## config.mk

```make
export PLATFORM = sky130hd
export DESIGN_NAME = brush_stroke_stamp_interpolator
export DESIGN_NICKNAME = d
export VERILOG_FILES = /design/src/hdl/bssi_pkg.sv /design/src/hdl/bssi_div.sv /design/src/hdl/bssi_front.sv /design/src/hdl/bssi_queue.sv /design/src/hdl/bssi_back.sv /design/src/hdl/brush_stroke_stamp_interpolator.sv
export SDC_FILE = /design/constraint.sdc
export NUM_CORES = 2
export LEC_CHECK = 0
export BUFFER_PORTS_ARGS = -buffer_cell sky130_fd_sc_hd__buf_2
export CELL_PAD_IN_SITES_DETAIL_PLACEMENT = 0
export CELL_PAD_IN_SITES_GLOBAL_PLACEMENT = 1
export CORE_UTILIZATION = 42
export CTS_CLUSTER_DIAMETER = 40
export DETAILED_ROUTE_END_ITERATION = 6
export GPL_TIMING_DRIVEN = 0
export HOLD_SLACK_MARGIN = 0.05
export MAX_ROUTING_LAYER = met4
export PLACE_DENSITY_LB_ADDON = 0.1
export SLEW_MARGIN = 40
export SYNTH_ARGS = -nofsm -noshare
export SYNTH_HDL_FRONTEND = slang
export SYNTH_SLANG_ARGS = --single-unit
```

## constraint.sdc

```tcl
create_clock -name aclk -period 20.8 [get_ports aclk]
set_clock_uncertainty 0.1 [all_clocks]
set_input_delay 2.08 -clock aclk [delete_from_list [all_inputs] [get_ports aclk]]
set_output_delay 2.08 -clock aclk [all_outputs]
set_load 0.01 [all_outputs]
```

## src/hdl/bssi_pkg.sv

```systemverilog
`timescale 1ns / 1ps

package bssi_pkg;

    // Width of stamp counts; covers the whole MAX_STAMPS range plus one.
    localparam int CNT_W = 7;
    // Width of twice a remainder (below twice the stamp count).
    localparam int FRAC_W = CNT_W + 1;
    localparam int COORD_W = 16;
    localparam int COLOR_W = 32;
    localparam int LAYER_W = 13;
    localparam int RADIUS_W = 10;

    // Register indexes of the configuration port.
    localparam logic [1:0] REG_LAYER_WIDTH = 2'd0;
    localparam logic [1:0] REG_LAYER_HEIGHT = 2'd1;

    // One classified point, ready for stamp generation.
    typedef struct packed {
        logic [COORD_W-1:0] base_x;
        logic [COORD_W-1:0] base_y;
        logic               neg_x;
        logic               neg_y;
        logic [COORD_W-1:0] step_x;
        logic [COORD_W-1:0] step_y;
        logic [FRAC_W-1:0]  frac_x;
        logic [FRAC_W-1:0]  frac_y;
        logic [CNT_W-1:0]   count;
        logic [COLOR_W-1:0] color;
        logic               clipped;
        logic [14:0]        x0;
        logic [14:0]        y0;
        logic [15:0]        x1;
        logic [15:0]        y1;
    } bssi_job_t;

endpackage

```

## src/hdl/bssi_div.sv

```systemverilog
`timescale 1ns / 1ps

module bssi_div (
    input  logic                        aclk,
    input  logic                        aresetn,
    input  logic                        start,
    input  logic [bssi_pkg::COORD_W-1:0] dividend,
    input  logic [bssi_pkg::CNT_W-1:0]   divisor,
    output logic                        busy,
    output logic [bssi_pkg::COORD_W-1:0] quotient,
    output logic [bssi_pkg::CNT_W-1:0]   remainder
);
    import bssi_pkg::*;

    localparam int STEP_W = $clog2(COORD_W + 1);

    logic [STEP_W-1:0]  steps_reg, steps_next;
    logic [COORD_W-1:0] quot_reg, quot_next;
    logic [CNT_W-1:0]   rem_reg, rem_next;
    logic [CNT_W-1:0]   div_reg, div_next;
    logic [CNT_W:0]     trial;

    // Restoring division, one quotient bit per cycle.
    always_comb begin
        steps_next = steps_reg;
        quot_next = quot_reg;
        rem_next = rem_reg;
        div_next = div_reg;
        trial = {rem_reg, quot_reg[COORD_W-1]};
        if (start) begin
            steps_next = STEP_W'(COORD_W);
            quot_next = dividend;
            rem_next = '0;
            div_next = divisor;
        end else if (steps_reg != '0) begin
            steps_next = steps_reg - 1'b1;
            if (trial >= {1'b0, div_reg}) begin
                rem_next = CNT_W'(trial - {1'b0, div_reg});
                quot_next = {quot_reg[COORD_W-2:0], 1'b1};
            end else begin
                rem_next = trial[CNT_W-1:0];
                quot_next = {quot_reg[COORD_W-2:0], 1'b0};
            end
        end
    end

    always_ff @(posedge aclk) begin
        if (!aresetn) begin
            steps_reg <= '0;
        end else begin
            steps_reg <= steps_next;
        end
        quot_reg <= quot_next;
        rem_reg <= rem_next;
        div_reg <= div_next;
    end

    assign busy = (steps_reg != '0);
    assign quotient = quot_reg;
    assign remainder = rem_reg;

endmodule

```

## src/hdl/bssi_front.sv

```systemverilog
`timescale 1ns / 1ps

module bssi_front #(
    parameter int MAX_STAMPS = 64
) (
    input  logic                         aclk,
    input  logic                         aresetn,
    input  logic                         in_valid,
    output logic                         in_ready,
    input  logic [15:0]                  point_x,
    input  logic [15:0]                  point_y,
    input  logic [bssi_pkg::RADIUS_W-1:0] brush_radius,
    input  logic [31:0]                  brush_color,
    input  logic                         stroke_start,
    input  logic [bssi_pkg::LAYER_W-1:0]  layer_width,
    input  logic [bssi_pkg::LAYER_W-1:0]  layer_height,
    output logic                         job_valid,
    input  logic                         job_ready,
    output bssi_pkg::bssi_job_t           job
);
    import bssi_pkg::*;

    localparam logic [CNT_W-1:0] MAX_N = CNT_W'(MAX_STAMPS);
    localparam logic [CNT_W-1:0] MAX_P1 = CNT_W'(MAX_STAMPS + 1);

    localparam logic [2:0] F_IDLE = 3'd0;
    localparam logic [2:0] F_SQ   = 3'd1;
    localparam logic [2:0] F_BIG  = 3'd2;
    localparam logic [2:0] F_MUL  = 3'd3;
    localparam logic [2:0] F_CMP  = 3'd4;
    localparam logic [2:0] F_DIV  = 3'd5;
    localparam logic [2:0] F_WAIT = 3'd6;
    localparam logic [2:0] F_PUSH = 3'd7;

    logic [2:0]  state_reg;
    logic        have_prev_reg;
    logic [15:0] prev_x_reg, prev_y_reg;

    logic        first_reg;
    logic [15:0] base_x_reg, base_y_reg;
    logic        neg_x_reg, neg_y_reg;
    logic [15:0] adx_reg, ady_reg;
    logic [15:0] unit_reg;
    logic [31:0] color_reg;
    logic [14:0] x0_reg, y0_reg;
    logic [15:0] x1_reg, y1_reg;
    logic [31:0] dx2_reg, dy2_reg;
    logic [46:0] big_reg;
    logic [22:0] span_reg;
    logic [45:0] sq_reg;
    logic [CNT_W-1:0] k_reg, n_reg;
    logic        clipped_reg;

    logic        accept;
    logic        first;
    logic [15:0] from_x, from_y;
    logic [16:0] dx17, dy17;
    logic [16:0] adx17, ady17;
    logic signed [17:0] lo_x, lo_y, hi_x, hi_y, lim_x, lim_y;
    logic signed [15:0] min_x, max_x, min_y, max_y;
    logic [10:0] pad;
    logic [CNT_W-1:0] n_found;
    logic        div_start, busy_x, busy_y;
    logic [15:0] quot_x, quot_y;
    logic [CNT_W-1:0] rem_x, rem_y;

    assign in_ready = (state_reg == F_IDLE);
    assign accept = in_valid && in_ready;
    assign first = stroke_start || !have_prev_reg;

    // Segment start, offsets and their magnitudes.
    always_comb begin
        from_x = first ? point_x : prev_x_reg;
        from_y = first ? point_y : prev_y_reg;
        dx17 = {point_x[15], point_x} - {from_x[15], from_x};
        dy17 = {point_y[15], point_y} - {from_y[15], from_y};
        adx17 = dx17[16] ? 17'(17'd0 - dx17) : dx17;
        ady17 = dy17[16] ? 17'(17'd0 - dy17) : dy17;
    end

    // Padded bounding box, clipped to the layer.
    always_comb begin
        pad = {1'b0, brush_radius} + 11'd2;
        min_x = ($signed(from_x) < $signed(point_x)) ? $signed(from_x) : $signed(point_x);
        max_x = ($signed(from_x) < $signed(point_x)) ? $signed(point_x) : $signed(from_x);
        min_y = ($signed(from_y) < $signed(point_y)) ? $signed(from_y) : $signed(point_y);
        max_y = ($signed(from_y) < $signed(point_y)) ? $signed(point_y) : $signed(from_y);
        lo_x = 18'(min_x) - $signed({7'd0, pad});
        lo_y = 18'(min_y) - $signed({7'd0, pad});
        hi_x = 18'(max_x) + $signed({7'd0, pad});
        hi_y = 18'(max_y) + $signed({7'd0, pad});
        lim_x = $signed({5'd0, layer_width}) - 18'sd1;
        lim_y = $signed({5'd0, layer_height}) - 18'sd1;
    end

    // Final stamp count once the search stops.
    always_comb begin
        n_found = n_reg;
        if (sq_reg <= big_reg[45:0] || big_reg[46]) begin
            n_found = k_reg;
        end
    end

    assign div_start = (state_reg == F_DIV);

    bssi_div u_div_x (
        .aclk      (aclk),
        .aresetn   (aresetn),
        .start     (div_start),
        .dividend  (adx_reg),
        .divisor   (n_reg),
        .busy      (busy_x),
        .quotient  (quot_x),
        .remainder (rem_x)
    );

    bssi_div u_div_y (
        .aclk      (aclk),
        .aresetn   (aresetn),
        .start     (div_start),
        .dividend  (ady_reg),
        .divisor   (n_reg),
        .busy      (busy_y),
        .quotient  (quot_y),
        .remainder (rem_y)
    );

    // Sequencer: squares, scaled distance, count search, divisions, hand-off.
    always_ff @(posedge aclk) begin
        if (!aresetn) begin
            state_reg <= F_IDLE;
            have_prev_reg <= 1'b0;
            prev_x_reg <= '0;
            prev_y_reg <= '0;
        end else begin
            case (state_reg)
                F_IDLE: begin
                    if (accept) begin
                        have_prev_reg <= 1'b1;
                        prev_x_reg <= point_x;
                        prev_y_reg <= point_y;
                        state_reg <= first ? F_PUSH : F_SQ;
                    end
                end
                F_SQ: begin
                    state_reg <= F_BIG;
                end
                F_BIG: begin
                    state_reg <= F_MUL;
                end
                F_MUL: begin
                    state_reg <= F_CMP;
                end
                F_CMP: begin
                    if ((sq_reg <= big_reg[45:0] || big_reg[46]) && k_reg != MAX_P1) begin
                        state_reg <= F_MUL;
                    end else begin
                        state_reg <= F_DIV;
                    end
                end
                F_DIV: begin
                    state_reg <= F_WAIT;
                end
                F_WAIT: begin
                    if (!busy_x && !busy_y) begin
                        state_reg <= F_PUSH;
                    end
                end
                F_PUSH: begin
                    if (job_ready) begin
                        state_reg <= F_IDLE;
                    end
                end
                default: begin
                    state_reg <= F_IDLE;
                end
            endcase
        end
    end

    // Working registers of the current point.
    always_ff @(posedge aclk) begin
        case (state_reg)
            F_IDLE: begin
                first_reg <= first;
                base_x_reg <= from_x;
                base_y_reg <= from_y;
                neg_x_reg <= dx17[16];
                neg_y_reg <= dy17[16];
                adx_reg <= adx17[15:0];
                ady_reg <= ady17[15:0];
                unit_reg <= (brush_radius >= 10'd3) ? 16'(16'd35 * {6'd0, brush_radius})
                                                    : 16'd100;
                color_reg <= brush_color;
                x0_reg <= lo_x[17] ? 15'd0 : lo_x[14:0];
                y0_reg <= lo_y[17] ? 15'd0 : lo_y[14:0];
                x1_reg <= (hi_x < lim_x) ? hi_x[15:0] : lim_x[15:0];
                y1_reg <= (hi_y < lim_y) ? hi_y[15:0] : lim_y[15:0];
                n_reg <= CNT_W'(1);
                clipped_reg <= 1'b0;
            end
            F_SQ: begin
                dx2_reg <= adx_reg * adx_reg;
                dy2_reg <= ady_reg * ady_reg;
            end
            F_BIG: begin
                big_reg <= 47'(({1'b0, dx2_reg} + {1'b0, dy2_reg}) * 33'd10000);
                span_reg <= {7'd0, unit_reg};
                k_reg <= CNT_W'(1);
                n_reg <= '0;
            end
            F_MUL: begin
                sq_reg <= span_reg * span_reg;
            end
            F_CMP: begin
                if ((sq_reg <= big_reg[45:0] || big_reg[46]) && k_reg != MAX_P1) begin
                    n_reg <= k_reg;
                    k_reg <= k_reg + 1'b1;
                    span_reg <= span_reg + {7'd0, unit_reg};
                end else if (n_found > MAX_N) begin
                    n_reg <= MAX_N;
                    clipped_reg <= 1'b1;
                end else if (n_found == '0) begin
                    n_reg <= CNT_W'(1);
                end else begin
                    n_reg <= n_found;
                end
            end
            default: begin
            end
        endcase
    end

    // Job word: per-stamp whole step and doubled remainder of each axis.
    always_comb begin
        job.base_x = base_x_reg;
        job.base_y = base_y_reg;
        job.neg_x = neg_x_reg;
        job.neg_y = neg_y_reg;
        job.step_x = first_reg ? '0 : quot_x;
        job.step_y = first_reg ? '0 : quot_y;
        job.frac_x = first_reg ? '0 : {rem_x, 1'b0};
        job.frac_y = first_reg ? '0 : {rem_y, 1'b0};
        job.count = n_reg;
        job.color = color_reg;
        job.clipped = clipped_reg;
        job.x0 = x0_reg;
        job.y0 = y0_reg;
        job.x1 = x1_reg;
        job.y1 = y1_reg;
    end

    assign job_valid = (state_reg == F_PUSH);

endmodule

```

## src/hdl/bssi_queue.sv

```systemverilog
`timescale 1ns / 1ps

module bssi_queue (
    input  logic                aclk,
    input  logic                aresetn,
    input  logic                push_valid,
    output logic                push_ready,
    input  bssi_pkg::bssi_job_t push_job,
    output logic                pop_valid,
    input  logic                pop_ready,
    output bssi_pkg::bssi_job_t pop_job
);
    import bssi_pkg::*;

    bssi_job_t   slot_reg [2];
    logic        wr_ptr_reg, rd_ptr_reg;
    logic [1:0]  fill_reg;
    logic        do_push, do_pop;

    assign push_ready = (fill_reg != 2'd2);
    assign pop_valid = (fill_reg != 2'd0);
    assign do_push = push_valid && push_ready;
    assign do_pop = pop_valid && pop_ready;
    assign pop_job = slot_reg[rd_ptr_reg];

    // Two-entry ring of jobs between the front and the back.
    always_ff @(posedge aclk) begin
        if (!aresetn) begin
            wr_ptr_reg <= 1'b0;
            rd_ptr_reg <= 1'b0;
            fill_reg <= 2'd0;
        end else begin
            if (do_push) begin
                wr_ptr_reg <= !wr_ptr_reg;
            end
            if (do_pop) begin
                rd_ptr_reg <= !rd_ptr_reg;
            end
            if (do_push && !do_pop) begin
                fill_reg <= fill_reg + 2'd1;
            end else if (do_pop && !do_push) begin
                fill_reg <= fill_reg - 2'd1;
            end
        end
        if (do_push) begin
            slot_reg[wr_ptr_reg] <= push_job;
        end
    end

endmodule

```

## src/hdl/bssi_back.sv

```systemverilog
`timescale 1ns / 1ps

module bssi_back (
    input  logic                aclk,
    input  logic                aresetn,
    input  logic                job_valid,
    output logic                job_ready,
    input  bssi_pkg::bssi_job_t job,
    output logic                out_valid,
    input  logic                out_ready,
    output logic [127:0]        out_data,
    output logic                out_last,
    output logic                out_clipped
);
    import bssi_pkg::*;

    logic              busy_reg;
    bssi_job_t         job_reg;
    logic [CNT_W-1:0]  k_reg;
    logic [15:0]       acc_x_reg, acc_y_reg;
    logic [FRAC_W-1:0] rem_x_reg, rem_y_reg;
    logic              valid_reg;
    logic [127:0]      data_reg;
    logic              last_reg;
    logic              clipped_reg;

    logic              out_free, step;
    logic [FRAC_W-1:0] twice_n;
    logic [FRAC_W:0]   sum_x, sum_y;
    logic [FRAC_W-1:0] rem_x_next, rem_y_next;
    logic [15:0]       acc_x_next, acc_y_next;
    logic [15:0]       stamp_x, stamp_y;
    logic              is_last;

    assign out_free = !valid_reg || out_ready;
    assign job_ready = !busy_reg;
    assign step = busy_reg && out_free;

    // Next stamp: add whole step, carry one when the doubled remainder wraps.
    always_comb begin
        twice_n = {job_reg.count, 1'b0};
        sum_x = {1'b0, rem_x_reg} + {1'b0, job_reg.frac_x};
        sum_y = {1'b0, rem_y_reg} + {1'b0, job_reg.frac_y};
        acc_x_next = acc_x_reg + job_reg.step_x;
        acc_y_next = acc_y_reg + job_reg.step_y;
        rem_x_next = sum_x[FRAC_W-1:0];
        rem_y_next = sum_y[FRAC_W-1:0];
        if (sum_x >= {1'b0, twice_n}) begin
            rem_x_next = FRAC_W'(sum_x - {1'b0, twice_n});
            acc_x_next = acc_x_next + 16'd1;
        end
        if (sum_y >= {1'b0, twice_n}) begin
            rem_y_next = FRAC_W'(sum_y - {1'b0, twice_n});
            acc_y_next = acc_y_next + 16'd1;
        end
        stamp_x = job_reg.base_x + (job_reg.neg_x ? 16'(16'd0 - acc_x_next) : acc_x_next);
        stamp_y = job_reg.base_y + (job_reg.neg_y ? 16'(16'd0 - acc_y_next) : acc_y_next);
        is_last = (k_reg == job_reg.count);
    end

    // Stamp sequencer and output register.
    always_ff @(posedge aclk) begin
        if (!aresetn) begin
            busy_reg <= 1'b0;
            valid_reg <= 1'b0;
        end else begin
            if (out_ready) begin
                valid_reg <= 1'b0;
            end
            if (!busy_reg && job_valid) begin
                busy_reg <= 1'b1;
            end else if (step) begin
                valid_reg <= 1'b1;
                if (is_last) begin
                    busy_reg <= 1'b0;
                end
            end
        end
        if (!busy_reg && job_valid) begin
            job_reg <= job;
            k_reg <= CNT_W'(1);
            acc_x_reg <= '0;
            acc_y_reg <= '0;
            rem_x_reg <= {1'b0, job.count};
            rem_y_reg <= {1'b0, job.count};
        end else if (step) begin
            k_reg <= k_reg + 1'b1;
            acc_x_reg <= acc_x_next;
            acc_y_reg <= acc_y_next;
            rem_x_reg <= rem_x_next;
            rem_y_reg <= rem_y_next;
            data_reg <= {2'b00,
                         is_last ? job_reg.y1 : 16'd0,
                         is_last ? job_reg.x1 : 16'd0,
                         is_last ? job_reg.y0 : 15'd0,
                         is_last ? job_reg.x0 : 15'd0,
                         job_reg.color, stamp_y, stamp_x};
            last_reg <= is_last;
            clipped_reg <= job_reg.clipped;
        end
    end

    assign out_valid = valid_reg;
    assign out_data = data_reg;
    assign out_last = last_reg;
    assign out_clipped = clipped_reg;

endmodule

```

## src/hdl/brush_stroke_stamp_interpolator.sv

```systemverilog
`timescale 1ns / 1ps

// Brush stroke stamp interpolator. Each input word is one pointer point; the
// block answers with one stamp word at the first point of a stroke and with
// n evenly spaced stamps (1 to MAX_STAMPS) from the remembered point to the
// new one otherwise. The final word of a point carries tlast and the dirty
// rectangle; tuser is set on every word of a point whose count saturated.
// Flow: a first point goes straight to the job hand-off; any other point
// passes the stamp count search (one candidate per multiply and compare
// state pair) and the 16-step offset dividers in the front. The back emits
// one stamp per cycle unless m_tready stalls it, overlapping the front via
// a two-job queue. Configure the layer size only while the block is idle.
module brush_stroke_stamp_interpolator #(
    parameter int MAX_STAMPS = 64
) (
    input  logic         aclk,
    input  logic         aresetn,
    input  logic         s_tvalid,
    output logic         s_tready,
    // point_x[15:0], point_y[31:16], brush_radius[41:32], brush_color[73:42]
    input  logic [79:0]  s_tdata,
    // stroke_start[0]
    input  logic         s_tuser,
    output logic         m_tvalid,
    input  logic         m_tready,
    // stamp_x[15:0], stamp_y[31:16], stamp_color[63:32], dirty_x0[78:64],
    // dirty_y0[93:79], dirty_x1[109:94], dirty_y1[125:110]
    output logic [127:0] m_tdata,
    // last_stamp
    output logic         m_tlast,
    // steps_clipped[0]
    output logic         m_tuser,
    input  logic         cfg_wr_en,
    input  logic [1:0]   cfg_addr,
    input  logic [12:0]  cfg_wdata
);
    import bssi_pkg::*;

    logic [LAYER_W-1:0] layer_width_reg, layer_height_reg;
    logic               push_valid, push_ready, pop_valid, pop_ready;
    bssi_job_t          push_job, pop_job;

    // Layer size registers.
    always_ff @(posedge aclk) begin
        if (!aresetn) begin
            layer_width_reg <= 13'd1024;
            layer_height_reg <= 13'd1024;
        end else if (cfg_wr_en) begin
            case (cfg_addr)
                REG_LAYER_WIDTH:  layer_width_reg <= cfg_wdata;
                REG_LAYER_HEIGHT: layer_height_reg <= cfg_wdata;
                default: begin
                end
            endcase
        end
    end

    bssi_front #(
        .MAX_STAMPS (MAX_STAMPS)
    ) u_front (
        .aclk         (aclk),
        .aresetn      (aresetn),
        .in_valid     (s_tvalid),
        .in_ready     (s_tready),
        .point_x      (s_tdata[15:0]),
        .point_y      (s_tdata[31:16]),
        .brush_radius (s_tdata[41:32]),
        .brush_color  (s_tdata[73:42]),
        .stroke_start (s_tuser),
        .layer_width  (layer_width_reg),
        .layer_height (layer_height_reg),
        .job_valid    (push_valid),
        .job_ready    (push_ready),
        .job          (push_job)
    );

    bssi_queue u_queue (
        .aclk       (aclk),
        .aresetn    (aresetn),
        .push_valid (push_valid),
        .push_ready (push_ready),
        .push_job   (push_job),
        .pop_valid  (pop_valid),
        .pop_ready  (pop_ready),
        .pop_job    (pop_job)
    );

    bssi_back u_back (
        .aclk        (aclk),
        .aresetn     (aresetn),
        .job_valid   (pop_valid),
        .job_ready   (pop_ready),
        .job         (pop_job),
        .out_valid   (m_tvalid),
        .out_ready   (m_tready),
        .out_data    (m_tdata),
        .out_last    (m_tlast),
        .out_clipped (m_tuser)
    );

endmodule
```

# Word level (Yosys, flattened, before mapping)
# Memory sizes are Yosys's and may differ from the RTL's. A register that Yosys moved wholly into a read port is not among the register bits.
# Cells that the tools add are included.
dict set report totals {
  register_bits 866
  latchBits 0
  ram_bits 368
  romBits 0
  inputBits 101
  output_inout_bits 132
  wordCells 245
  mem_count 1
}
# memory words width read_ports rd_clocked_by_memory_dff wr line_no
set mem_list {}
lappend mem_list {u_queue.slot_reg 2 184 1 1 1 bssi_queue.sv:15} ;# bssi_job_t slot_reg [2];
dict set report classes {
  n_addsub 33
  n_mul 5
  div_mod_pow 0
  order_cmp 11
  n_eq_ne 17
  n_shift 0
  n_mux 66
  bitwise_logic 2
  n_reduce_logical 43
}
# op n
set op_table {}
lappend op_table {{$mux W16} 20}
lappend op_table {{$mux W7} 11}
lappend op_table {{$add A16 B16 Y16} 4}
lappend op_table {{$mul A16 B16 Y32} 2}
lappend op_table {{$sub A1 B16 Y16 const A} 4}
lappend op_table {{$mul A47 B10 Y43 const B} 1}
lappend op_table {{$le A46 B46 Y1} 1}
lappend op_table {{$mul A23 B23 Y46} 1}
lappend op_table {{$pmux W23 S2} 1}
lappend op_table {{$lt A18 B18 Y1} 2}
lappend op_table {{$add A16 B12 Y17} 2}
lappend op_table {{$sub A16 B12 Y17} 2}
lappend op_table {{$sub A16 B16 Y17} 2}
lappend op_table {{$add A32 B32 Y33} 1}
lappend op_table {{$add A16 B1 Y16 const B} 2}
lappend op_table {{$lt A16 B16 Y1} 2}
lappend op_table {{$mux W8} 4}
lappend op_table {{$sub A13 B1 Y14 const B} 2}
lappend op_table {{$pmux W3 S8} 1}
lappend op_table {{$add A23 B16 Y23} 1}
lappend op_table {{$mux W23} 1}
lappend op_table {{$pmux W7 S3} 1}
lappend op_table {{$mux W5} 4}
lappend op_table {{$add A8 B8 Y9} 2}
lappend op_table {{other kinds (38)} 103}

# Longest topological paths before layout
dict set report logic_depth {
  word_depth 8
  mapped_depth 43
  ltp_nobuf 34
}

# Cells and area by module
# From an unflattened synthesis, not the netlist that was laid out.
dict set report hier_totals {
  hier_cells 8615
  area_unflattened_um2 95076.2
}
# module instances cells_per_inst area_per_inst_um2 seq_area_each_um2
set modules_own_cells {}
lappend modules_own_cells {bssi_front 1 6222 59306.9 11681.2}
lappend modules_own_cells {bssi_back 1 1384 17644.4 10650.2}
lappend modules_own_cells {bssi_queue 1 596 13544.2 11150.7}
lappend modules_own_cells {bssi_div 2 155 1788.0 930.9}
lappend modules_own_cells {brush_stroke_stamp_interpolator 1 103 1004.7 520.5}

# Worst setup path after synthesis
# No wires, ideal clock.
dict set report synth_timing {
  path_type {flip-flop to flip-flop}
  from {reg u_front.state_reg[0]}
  to {reg u_front.prev_x_reg[10]}
  setup_time_ps 122
  arrival_ps 14805
  required_ps 20578
  slack_ps 5773
  path_stages_with_launch 7
  n_path_buf 2
  synth_period_minus_slack_ps 15027
  path_cell_list {dfxtp_1 clkbuf_1 nor3_1 nand2_1 clkbuf_1 nand2_1 a21boi_0}
}
dict set report synth_between {
  elab_chain_cells 3
}
# item line_no
set synth_lines {}
lappend synth_lines {{from (decl)} bssi_front.sv:35} ;# logic [2:0] state_reg;
lappend synth_lines {{from (signal assigned)} bssi_front.sv:142} ;# state_reg <= first ? F_PUSH : F_SQ;
lappend synth_lines {{$logic_not A3 Y1 *} bssi_front.sv:67} ;# assign in_ready = (state_reg == F_IDLE);
lappend synth_lines {{named net s_tready} brush_stroke_stamp_interpolator.sv:19} ;# output logic s_tready,
lappend synth_lines {{$logic_and A1 B1 Y1} bssi_front.sv:68} ;# assign accept = in_valid && in_ready;
lappend synth_lines {{$reduce_and A2 Y1 (no line) *} --}
lappend synth_lines {{to (signal assigned)} bssi_front.sv:140} ;# prev_x_reg <= point_x;
lappend synth_lines {{to (decl)} bssi_front.sv:37} ;# logic [15:0] prev_x_reg, prev_y_reg;
# Mark *: on every way through the listed nets, which the timed path passes. The rest lies on a longest branch.
# A chain may end at the register's enable or synchronous reset.

# Worst setup path in the final report
dict set report layout_timing {
  from {in s_tuser}
  to {reg u_front.y1_reg[5] (data pin)}
}
dict set report layout_between {
  elab_chain_cells 7
}
# item line_no
set layout_lines {}
lappend layout_lines {{from (decl)} brush_stroke_stamp_interpolator.sv:23} ;# input logic s_tuser,
lappend layout_lines {{$logic_or A1 B1 Y1 *} bssi_front.sv:69} ;# assign first = stroke_start || !have_prev_reg;
lappend layout_lines {{$mux W16 *} bssi_front.sv:74} ;# from_y = first ? point_y : prev_y_reg;
lappend layout_lines {{$lt A16 B16 Y1} bssi_front.sv:87} ;# max_y = ($signed(from_y) < $signed(point_y)) ? $signed(point_y) : $signed(from_y);
lappend layout_lines {{$mux W16 *} bssi_front.sv:87}
lappend layout_lines {{$add A16 B12 Y17 *} bssi_front.sv:91} ;# hi_y = 18'(max_y) + $signed({7'd0, pad});
lappend layout_lines {{$lt A18 B18 Y1} bssi_front.sv:198} ;# y1_reg <= (hi_y < lim_y) ? hi_y[15:0] : lim_y[15:0];
lappend layout_lines {{$mux W16 *} bssi_front.sv:198}
lappend layout_lines {{to (signal assigned)} bssi_front.sv:198}
lappend layout_lines {{to (decl)} bssi_front.sv:46} ;# logic [15:0] x1_reg, y1_reg;
# Mark *: on every way between the ends. The rest lies on a longest branch, timed or not.

==> impl_metrics.csv <==
group,metric,value,unit
status,status,"completed",
logic_synthesis,netlist_area,0.0939,mm²
floorplanning,die_h,475,µm
worst_setup_path,crit_path_frequent_cell,"a21oi_1",
cts,cts_resized,0,
floorplanning,die_x,475,µm
worst_setup_path,cp-end-kind,"flop",
floorplanning,ios,233,
logic_synthesis,synth_cells,8587,
layout,fill_cells,20500,
floorplanning,rows,173,
logic_synthesis,ys_types,116,
layout,drive_gt1_frac,0.111,
layout,fin_nets,10900,
timing,finalMaxSlewViolations,0,
logic_synthesis,avgSynthCellArea,10.9,µm²
timing,tightestPinTransition,951,ps
layout,largest_register_ffs,364,
grt,antenna_found_initial,35,
layout,regArea,0.0354,mm²
logic_synthesis,ys_seq_elements,1225,
route,dr.pass1.iters,5,
worst_setup_path,crit_type,"in2reg",
worst_setup_path,critical_path.startpoint,"s_tuser",
cts,cts_tree,"done",
placement,io_buffers,219,
cts,postCtsSetupBuffers,0,
timing,finalHoldViolCount,0,
route,via_per_inst,5.08,
worst_setup_path,rr_startpoint,"u_front.have_prev_reg",
worst_setup_path,cp_data_required_time,21310,ps
floorplanning,dieArea,0.225,mm²
route,wire_per_inst,20.3,µm
worst_setup_path,rrSetupSlack,9470,ps
cts,clk_pin_slew_worst_paths,60,ps
route,initialDrtViolationCount,3435,
layout,final_cell_area,0.107,mm²
logic_synthesis,async_flop_share,0,
timing,setup_slack,8510,ps
timing,finalCritPeriodShare,0.591,
floorplanning,coreArea,0.222,mm²
logic_synthesis,synth_flop_cell,"edfxtp_1",
floorplanning,start_util,0.422,
logic_synthesis,yosysSeqAreaShare,0.377,
route,vias,62400,
layout,layout_common_cells,"inv_1, edfxtp_1, ha_1",
placement,dp_hpwl,202,mm
hold_path,whs_path_depth,0,
timing,rsz0062_at_grt,"no",
timing,fmax,0.0813,GHz
logic_synthesis,synth_edf_count,1091,
layout,multi_input_area,0.0522,mm²
cts,cts_root_buf,"clkbuf_16",
cts,clkLatencyLatePin,850,ps
layout,mostFrequentLayoutCell,"inv_1",
hold_path,hp-class,"reg2reg",
worst_setup_path,crit_path_top_delay_cell,"buf_1",
worst_setup_path,r2r-end,"u_front.y1_reg[5]",
timing,setup_viol,0,
hold_path,hold_start,"u_back.job_reg[69]",
cts,cts_sinks,1225,
cts,cts_buffers,196,
grt,grt_util_all_layers,0.231,
layout,instances_no_fill,12300,
grt,overflow,0,
worst_setup_path,critPathMaxFanout,10,
worst_setup_path,critPathMaxStageDelay,660,ps
route,post-route-drc-count,0,
placement,placed_cells,11900,
placement,placed_cell_area,0.100,mm²
worst_setup_path,reg2regPathDepth,39,
grt,grt_pass1_vias,64000,
cts,cts_max_level,4,
grt,grt_pass1_wl,382,mm
timing,slew_headroom,0.366,
layout,area_growth,14.0,%
route,routed_wl,249,mm
worst_setup_path,critPathArrivalTime,12810,ps
placement,dp_worst_setup_slack,7260,ps
timing,final.min_clock_period,12290,ps
cts,cts_buffer_depth,3,
worst_setup_path,cp-start-kind,"primary input",
cts,holdBufCountCts,0,
route,ant_nets,0,
grt,grt_start_max_net_pins,38,
placement,gp_congestion,0.918,
hold_path,min_to,"u_back.out_data[38]",
logic_synthesis,yosysWarningCount,0,
timing,tns,0,ps
job,cap_violations,0,
[worst max-delay path: cells and delay by family]
family          cells  cell delay, ps
compound gates     15            3270
xor+xnor            1             570
fa+ha+maj           3            1120
buf+inv            12            3640
mux                 2             950
simple gates        7            1150
[cells by family after synthesis]
logic type,synth area share
xor+xnor,0.0454
flops,0.377
mux,0.0309
compound gates,0.0849
buf+inv,0.0690
other cells,0.0000399
fa+ha+maj,0.288
simple gates,0.105
[cells in the mapped netlist, types with 32 or more instances]
cell type | instances | area share
a21o_1 | 158 | 0.013
mux2_2 | 193 | 0.023
and3_1 | 42 | 0.0028
a31oi_1 | 40 | 0.0027
nor3_1 | 123 | 0.0066
edfxtp_1 | 1091 | 0.35
o21bai_1 | 62 | 0.0050
fa_1 | 824 | 0.18
and2_1 | 298 | 0.020
ha_1 | 840 | 0.11
nor2b_1 | 122 | 0.0081
a21oi_1 | 328 | 0.017
mux2i_1 | 73 | 0.0078
a21boi_0 | 78 | 0.0062
nand2b_1 | 50 | 0.0033
xnor2_1 | 324 | 0.030
or2_2 | 32 | 0.0021
o21ai_0 | 262 | 0.014
nand4_1 | 52 | 0.0035
a211oi_1 | 37 | 0.0030
nor2_1 | 363 | 0.015
nand2_1 | 735 | 0.029
clkbuf_1 | 195 | 0.0078
nand3_1 | 95 | 0.0051
dfxtp_1 | 134 | 0.029
o21a_1 | 53 | 0.0042
xor2_1 | 151 | 0.014
inv_1 | 1477 | 0.059
[metrics by stage]
step	hold slack, ps	util
3_5_place_dp	305	0.450
4_1_cts	313	0.481
6_report	315	0.482
2_1_floorplan	300	-
5_1_grt	314	0.482
3_3_place_gp	303	0.444
[layer usage]
layer,wire (µm),track usage,share of wire,vias to the layer above
met3,15100,0.0464,0.061,326
met1,116000,0.316,0.46,30900
met4,6030,0.0598,0.024,0
li1,-,-,-,29900
met2,113000,0.348,0.45,1314
met5,0,-,0,-
[cell type report]
cell class	instances	share of cell area
antenna	26	0.000608
buffer	225	0.00903
clock buffer	215	0.0468
clock inverter	155	0.0170
inverter	1480	0.0519
multi-input combinational	5658	0.487
sequential	1225	0.331
tap	2975	0.0348
timing repair buffer	333	0.0214
[worst max path at each step]
stage,endpoint,depth (start not counted)
after floorplan,u_front.prev_x_reg[10],6
after global placement,u_front.prev_y_reg[7],6
after detailed placement,u_front.y1_reg[5],40
after CTS,u_front.y1_reg[5],40
after global routing,u_front.x1_reg[8],39
final,u_front.y1_reg[5],40
Power is not shown: default switching activity piles up to over one toggle a cycle in this logic, so the estimate is an artifact.
